<file path="src/rtl/sfr_pkg.sv">
package sfr_pkg;

  // Frame layout: header, address, id, length, data..., check 1, check 2
  localparam int unsigned MaxFrameBytes = 64;
  localparam int unsigned HeadBytes     = 4;
  localparam int unsigned FrameOverhead = HeadBytes + 2;
  localparam logic [8:0]  LenLimit      = 9'(MaxFrameBytes - FrameOverhead);

  localparam logic [7:0] HeaderReset  = 8'd170;
  localparam logic [7:0] AddressReset = 8'd255;
  localparam logic [7:0] MaxLenReset  = 8'd58;

  localparam int unsigned CfgIdxW = 2;
  localparam logic [CfgIdxW-1:0] CfgHeader  = 2'd0;
  localparam logic [CfgIdxW-1:0] CfgAddress = 2'd1;
  localparam logic [CfgIdxW-1:0] CfgMaxLen  = 2'd2;

  localparam logic KindData   = 1'b0;
  localparam logic KindReport = 1'b1;

  typedef enum logic [2:0] {
    PhHunt = 3'd0,
    PhAddr = 3'd1,
    PhId   = 3'd2,
    PhLen  = 3'd3,
    PhData = 3'd4,
    PhChk1 = 3'd5,
    PhChk2 = 3'd6
  } phase_e;

  typedef struct packed {
    logic [7:0] header;
    logic [7:0] address;
    logic [7:0] max_len;
  } cfg_t;

  typedef struct packed {
    phase_e     phase;
    logic [7:0] data_count;
    logic [7:0] declared_length;
    logic [7:0] held_id;
    logic [7:0] sum;
    logic [7:0] sum_of_sums;
    logic [7:0] first_check;
  } state_t;

  typedef struct packed {
    logic       kind;
    logic [7:0] data_byte;
    logic [7:0] data_index;
    logic [7:0] msg_id;
    logic [7:0] frame_length;
    logic       check_ok;
  } result_t;

endpackage

</file>
<file path="src/rtl/sfr_parser.sv">
module sfr_parser (
  input  sfr_pkg::state_t  state_i,
  input  sfr_pkg::cfg_t    cfg_i,
  input  logic [7:0]       rx_byte_i,
  output sfr_pkg::state_t  state_o,
  output logic             emit_o,
  output sfr_pkg::result_t result_o
);

  logic [7:0] sum_acc;
  logic [7:0] sos_acc;
  logic [7:0] cnt_inc;
  logic       len_ok;

  assign sum_acc = state_i.sum + rx_byte_i;
  assign sos_acc = state_i.sum_of_sums + sum_acc;
  assign cnt_inc = state_i.data_count + 8'd1;
  assign len_ok  = ({1'b0, rx_byte_i} <= {1'b0, cfg_i.max_len})
                && ({1'b0, rx_byte_i} <= sfr_pkg::LenLimit);

  always_comb begin
    state_o  = state_i;
    emit_o   = 1'b0;
    result_o = '{kind:         sfr_pkg::KindData,
                 data_byte:    8'd0,
                 data_index:   8'd0,
                 msg_id:       state_i.held_id,
                 frame_length: state_i.declared_length,
                 check_ok:     1'b0};
    case (state_i.phase)
      sfr_pkg::PhAddr: begin
        state_o.sum         = sum_acc;
        state_o.sum_of_sums = sos_acc;
        state_o.phase = (rx_byte_i == cfg_i.address) ? sfr_pkg::PhId : sfr_pkg::PhHunt;
      end
      sfr_pkg::PhId: begin
        state_o.sum         = sum_acc;
        state_o.sum_of_sums = sos_acc;
        state_o.held_id     = rx_byte_i;
        state_o.phase       = sfr_pkg::PhLen;
      end
      sfr_pkg::PhLen: begin
        state_o.sum             = sum_acc;
        state_o.sum_of_sums     = sos_acc;
        state_o.declared_length = rx_byte_i;
        state_o.data_count      = 8'd0;
        if (rx_byte_i == 8'd0) begin
          state_o.phase = sfr_pkg::PhChk1;
        end else if (len_ok) begin
          state_o.phase = sfr_pkg::PhData;
        end else begin
          state_o.phase = sfr_pkg::PhHunt;
        end
      end
      sfr_pkg::PhData: begin
        state_o.sum          = sum_acc;
        state_o.sum_of_sums  = sos_acc;
        emit_o               = 1'b1;
        result_o.data_byte   = rx_byte_i;
        result_o.data_index  = state_i.data_count;
        state_o.data_count   = cnt_inc;
        if (cnt_inc >= state_i.declared_length) begin
          state_o.phase = sfr_pkg::PhChk1;
        end
      end
      sfr_pkg::PhChk1: begin
        state_o.first_check = rx_byte_i;
        state_o.phase       = sfr_pkg::PhChk2;
      end
      sfr_pkg::PhChk2: begin
        emit_o            = 1'b1;
        result_o.kind     = sfr_pkg::KindReport;
        result_o.check_ok = (state_i.first_check == state_i.sum)
                         && (rx_byte_i == state_i.sum_of_sums);
        state_o.phase     = sfr_pkg::PhHunt;
      end
      default: begin
        // hunt: restart both sums on a header byte
        state_o.phase = sfr_pkg::PhHunt;
        if (rx_byte_i == cfg_i.header) begin
          state_o.sum         = rx_byte_i;
          state_o.sum_of_sums = rx_byte_i;
          state_o.data_count  = 8'd0;
          state_o.phase       = sfr_pkg::PhAddr;
        end
      end
    endcase
  end

endmodule

</file>
<file path="src/rtl/serial_frame_receiver_core.sv">
// Serial frame receiver core.
// Slave stream: one received byte per beat on s_axis_tdata_i. The receiver hunts
// for a header, checks the address and length, then passes data bytes on.
// Master stream: one beat per data byte (tuser = 0) carrying the byte and its
// index, and one report beat after the second check byte (tuser = 1) with the
// id byte, declared length and the combined sum / sum-of-sums check result.
// Header, address, id and length bytes and the first check byte give no beat.
// Configuration: cfg_we_i writes register cfg_addr_i (0 header byte, 1 target
// address, 2 max data length); write only while no beat is in flight.
// Output: a result is registered and appears on the master side in the cycle
// after its input beat is taken. Throughput: one byte per cycle while tready is
// high, set by the combinational update of the phase and running sums.
// Stall: a single output register holds the pending result; a new byte is still
// taken in the cycle the master side drains it, and tready drops only while
// that register is full and not being read.
// Reset: phase returns to hunting, sums and counters clear, and the registers
// take their defaults (header 170, address 255, max length 58).
module serial_frame_receiver_core (
  input  logic        clk_i,
  input  logic        rst_ni,
  input  logic        s_axis_tvalid_i,
  output logic        s_axis_tready_o,
  input  logic [7:0]  s_axis_tdata_i,   // [7:0] rx_byte
  output logic        m_axis_tvalid_o,
  input  logic        m_axis_tready_i,
  output logic [39:0] m_axis_tdata_o,   // [7:0] data_byte, [15:8] data_index,
                                        // [23:16] msg_id, [31:24] frame_length,
                                        // [32] check_ok, [39:33] zero
  output logic        m_axis_tuser_o,   // [0] result_kind
  input  logic        cfg_we_i,
  input  logic [sfr_pkg::CfgIdxW-1:0] cfg_addr_i,
  input  logic [7:0]  cfg_wdata_i
);

  sfr_pkg::cfg_t    cfg_q;
  sfr_pkg::state_t  state_q, state_d;
  sfr_pkg::result_t res_d, res_q;
  logic             emit_d;
  logic             out_valid_q;
  logic             in_fire;

  assign s_axis_tready_o = !out_valid_q || m_axis_tready_i;
  assign in_fire         = s_axis_tvalid_i && s_axis_tready_o;

  always_ff @(posedge clk_i or negedge rst_ni) begin
    if (!rst_ni) begin
      cfg_q.header  <= sfr_pkg::HeaderReset;
      cfg_q.address <= sfr_pkg::AddressReset;
      cfg_q.max_len <= sfr_pkg::MaxLenReset;
    end else if (cfg_we_i) begin
      case (cfg_addr_i)
        sfr_pkg::CfgHeader:  cfg_q.header  <= cfg_wdata_i;
        sfr_pkg::CfgAddress: cfg_q.address <= cfg_wdata_i;
        sfr_pkg::CfgMaxLen:  cfg_q.max_len <= cfg_wdata_i;
        default: ;
      endcase
    end
  end

  sfr_parser u_parser (
    .state_i   (state_q),
    .cfg_i     (cfg_q),
    .rx_byte_i (s_axis_tdata_i),
    .state_o   (state_d),
    .emit_o    (emit_d),
    .result_o  (res_d)
  );

  always_ff @(posedge clk_i or negedge rst_ni) begin
    if (!rst_ni) begin
      state_q <= '{phase: sfr_pkg::PhHunt, default: '0};
    end else if (in_fire) begin
      state_q <= state_d;
    end
  end

  always_ff @(posedge clk_i or negedge rst_ni) begin
    if (!rst_ni) begin
      out_valid_q <= 1'b0;
    end else if (in_fire && emit_d) begin
      out_valid_q <= 1'b1;
    end else if (m_axis_tready_i) begin
      out_valid_q <= 1'b0;
    end
  end

  // payload: load only when a new result is produced
  always_ff @(posedge clk_i) begin
    if (in_fire && emit_d) begin
      res_q <= res_d;
    end
  end

  assign m_axis_tvalid_o = out_valid_q;
  assign m_axis_tuser_o  = res_q.kind;
  assign m_axis_tdata_o  = {7'd0, res_q.check_ok, res_q.frame_length, res_q.msg_id,
                            res_q.data_index, res_q.data_byte};

endmodule

</file>
<file path="config.mk">
export PLATFORM = sky130hd
export DESIGN_NAME = serial_frame_receiver_core
export DESIGN_NICKNAME = d
export VERILOG_FILES = /design/src/rtl/sfr_pkg.sv /design/src/rtl/sfr_parser.sv /design/src/rtl/serial_frame_receiver_core.sv
export SDC_FILE = /design/constraint.sdc
export NUM_CORES = 1
export LEC_CHECK = 0
export BUFFER_PORTS_ARGS = -buffer_cell sky130_fd_sc_hd__buf_2
export CAP_MARGIN = 20
export CORE_ASPECT_RATIO = 1.4
export CORE_MARGIN = 2
export CORE_UTILIZATION = 55
export DETAILED_ROUTE_END_ITERATION = 7
export PLACE_DENSITY = 0.76
export SETUP_SLACK_MARGIN = 0.15
export SYNTH_ARGS = -nofsm -noshare
export SYNTH_HDL_FRONTEND = slang
export SYNTH_SLANG_ARGS = --single-unit
export TNS_END_PERCENT = 1
</file>
<file path="constraint.sdc">
create_clock -name clk_i -period 4.3 [get_ports clk_i]
set_input_delay 0.86 -clock clk_i [delete_from_list [all_inputs] [get_ports clk_i]]
set_output_delay 0.86 -clock clk_i [all_outputs]
set_load 0.05 [all_outputs]
</file>
==> impl_metrics.ini <==
[status]
status = finished, final reports clean

[worst_setup_path]
worstSetupPathType = input port to flip-flop
crit_fanout = 7
r2r_end = state_q[15]$_DFFE_PN0P_
worstReg2RegStart = state_q[16]$_DFFE_PN0P_
cp-start-kind = input port
crit_arrival_ns = 3.74
reg2reg_depth = 12
endpoint_kind = flip-flop
critPathRequiredTime_ns = 4.54
ff2ff_setup_slack_ns = 1.06

[grt]
grt_pass1_vias = 4278
antenna_found_initial = 0
use_met3_pct = 4.81
grtUsageMet2_pct = 39.3
gr-max-usage-layer = met2
grt_usage_pct = 22.4
grt-ovfl-total = 0
gr-usage-met1_pct = 26.5
grt_pass1_wl_um = 20500
grt_max_degree = 52

[routing]
drtIter0Drc = 208
route.detailed.drc = 0
dr.pass1.iters = 4
ant_nets = 0
wire_per_inst_um = 17.7
routed_wl_um = 12600
via_count = 4081
routed_via_density = 5.75

[timing]
worst_slack_ns = 0.804
skew_ns = 0.00813
period_minus_slack_ns = 3.50
rsz0062_at_grt = no
fin_crit_sh_pct = 81.3
finalMaxSlewViolations = 0
fmax_mhz = 286
hold_violations = 0
worst_pin_slew_ns = 0.924
setup_viol = 0
final.setup.tns_ns = 0
max_slew_margin_pct = 38.4

[worst_hold_path]
hold-path-endpoint = m_axis_tdata_o[22]$_DFFE_PP_
min_path_cells = 0
min_from = state_q[30]$_DFFE_PN0P_
min_path_type = flip-flop to flip-flop

[place]
place_area_um2 = 6300
gp_congestion = 0.881
pre_cts_slack_ns = 0.449
port_buffers = 58
hpwl_um = 8960

[synth]
yosysWarnings = 0
ys_async_sr_fraction_pct = 69.1
synth-seq-cells = 110
synth.distinct_cells = 59
synthFlopType = dfrtp_1
syn_inst = 512
ys_seq_area_share_pct = 49.6
synthesis.area_um2 = 5930
synth-edff-count = 34
syn_avg_cell_area_um2 = 11.6

[floorplanning]
die_h_um = 127
core_area_um2 = 10500
io_pins = 66
die_x_um = 91.8
rows = 44
start_util_pct = 56.7
dieArea_um2 = 11600

[clock_tree]
insertion_delay_ns = 0.35
post_cts_resize_count = 0
cts.clk_slew.worst_paths_ns = 0.08
htreeDepth = 3
clock_path_buffers = 2
cts_buffers = 9
cts_setup_buffers = 0
tritoncts = done
cts_sinks = 110
root_buffer = clkbuf_16
ctsHoldBuffers = 0

[cells_and_area]
area_growth_syn_to_layout_pct = 11.3
n_antenna_cell = 0
drive_above_1_share_pct = 26.6
nNetsFinal = 627
fin_area_um2 = 6600

[power_and_ir_drop]
p_per_area_nw_per_um2 = 695
power.leakage_nw = 2.91
ir_drop_uv = 452

[run]
drv_cap = 0
==> worst max path at each step <==
stage,end,cells past startpoint,slack (ns),startpoint
floorplan,m_axis_tdata_o[0]$_SDFFCE_PP0P_,3,0.82,m_axis_tready_i
global placement,state_q[15]$_DFFE_PN0P_,13,0.49,s_axis_tdata_i[0]
detailed placement,state_q[15]$_DFFE_PN0P_,13,0.45,s_axis_tdata_i[0]
CTS,state_q[15]$_DFFE_PN0P_,13,0.83,s_axis_tdata_i[0]
global route,state_q[15]$_DFFE_PN0P_,13,0.67,s_axis_tdata_i[0]
finish,state_q[15]$_DFFE_PN0P_,13,0.80,s_axis_tdata_i[0]
==> per-stage QoR <==
| step | std cells | util, % | power (W) | hold slack (ns) |
|---|---|---|---|---|
| detailed placement | 694 | 60.3 | 0.00374 | 0.430 |
| floorplan | 518 | - | 0.00331 | 0.419 |
| finish | 710 | 63.1 | 0.00459 | 0.449 |
| global placement | 694 | 60.3 | 0.00366 | 0.426 |
| global route | 710 | 63.1 | 0.00492 | 0.457 |
| CTS | 710 | 63.1 | 0.00458 | 0.448 |
==> critical path, stage by stage <==
cell and delay, ns:
buf_2 0.16, ha_1 0.24, fa_1 0.41, a21o_1 0.17
a21oi_1 0.23, o21ai_0 0.14, xor2_1 0.18, ha_1 0.21
or4_1 0.39, o22ai_1 0.26, or3_1 0.16, mux2i_1 0.06
a211o_1 0.27
==> cell usage in the layout (no fill, tap or decap), types with 5 or more instances in the layout <==
cell	instances
dfrtp_1	60
buf_2	58
mux2_2	42
ha_1	35
edfxtp_1	34
xnor2_1	31
nor2_1	30
nand2_1	29
inv_1	22
a21oi_1	19
xor2_1	17
and3_1	17
nand3_1	16
dfstp_2	16
o21ai_0	15
a21o_1	9
clkbuf_16	9
buf_4	8
mux2_1	7
a31oi_1	7
conb_1	7
nor3_1	6
o21ai_2	5
mux2i_1	5
nand4_1	5
==> Yosys cell counts (6+ instances only) <==
cell | number | area [um^2]
nor3_1 | 6 | 30.0
mux2_1 | 7 | 78.8
and3_1 | 17 | 106
xor2_1 | 17 | 149
nand2_1 | 29 | 109
edfxtp_1 | 34 | 1020
buf_4 | 8 | 60.1
clkbuf_1 | 8 | 30.0
o21ai_0 | 15 | 75.1
a31oi_1 | 7 | 43.8
dfrtp_1 | 60 | 1500
a21oi_1 | 19 | 95.1
inv_1 | 22 | 82.6
dfstp_2 | 16 | 420
nand3_1 | 16 | 80.1
a21o_1 | 9 | 67.6
ha_1 | 35 | 438
xnor2_1 | 31 | 272
mux2_2 | 42 | 473
buf_2 | 8 | 40.0
nor2_1 | 31 | 116
==> state kept, by name (all words and copies together) (netlist names) <==
name	flops
m_axis_tdata_o	33
cfg_q	24
m_axis_tvalid_o	1
state_q	51
m_axis_tuser_o	1
==> routing by layer <==
layer | up-vias | routed length, um
met5 | - | 0
met4 | 0 | 272
met3 | 26 | 616
met2 | 111 | 6550
met1 | 2010 | 5120
li1 | 1934 | -
==> kinds of logic (layout without fill, tap and decap cells) <==
group                      count (synthesis)  in the layout  synth area share [%]
DFF                                      110            110                  49.6
buffers and inverters                     50            104                  4.35
other                                      1              7                0.0632
adders and majority gates                 37             37                  8.06
xor gates and xnor gates                  48             48                  7.09
and+or+nand+nor                          127            127                  10.8
AOI/OAI and AO/OA                         85             85                  9.85
muxes                                     54             54                  10.1
==> report_power, final <==
group / switching, W / total [W] / leakage (nW) / internal [W]
clock network: 0.000413 / 0.000824 / 0.147 / 0.000412
logic: 0.00118 / 0.00211 / 1.54 / 0.000927
registers: 0.000260 / 0.00166 / 1.22 / 0.00140
total: 0.00185 / 0.00459 / 2.91 / 0.00273
==> cell type report <==
cell class,count,area [um^2]
Sequential cell,110,2940
Multi-Input combinational cell,358,2760
Timing Repair Buffer,66,350
Inverter,22,82.6
Clock buffer,9,225
Tap cell,138,173
Fill cell,876,3860
Clock inverter,7,73.8
Note: power is estimated with default switching activity, not from simulation.
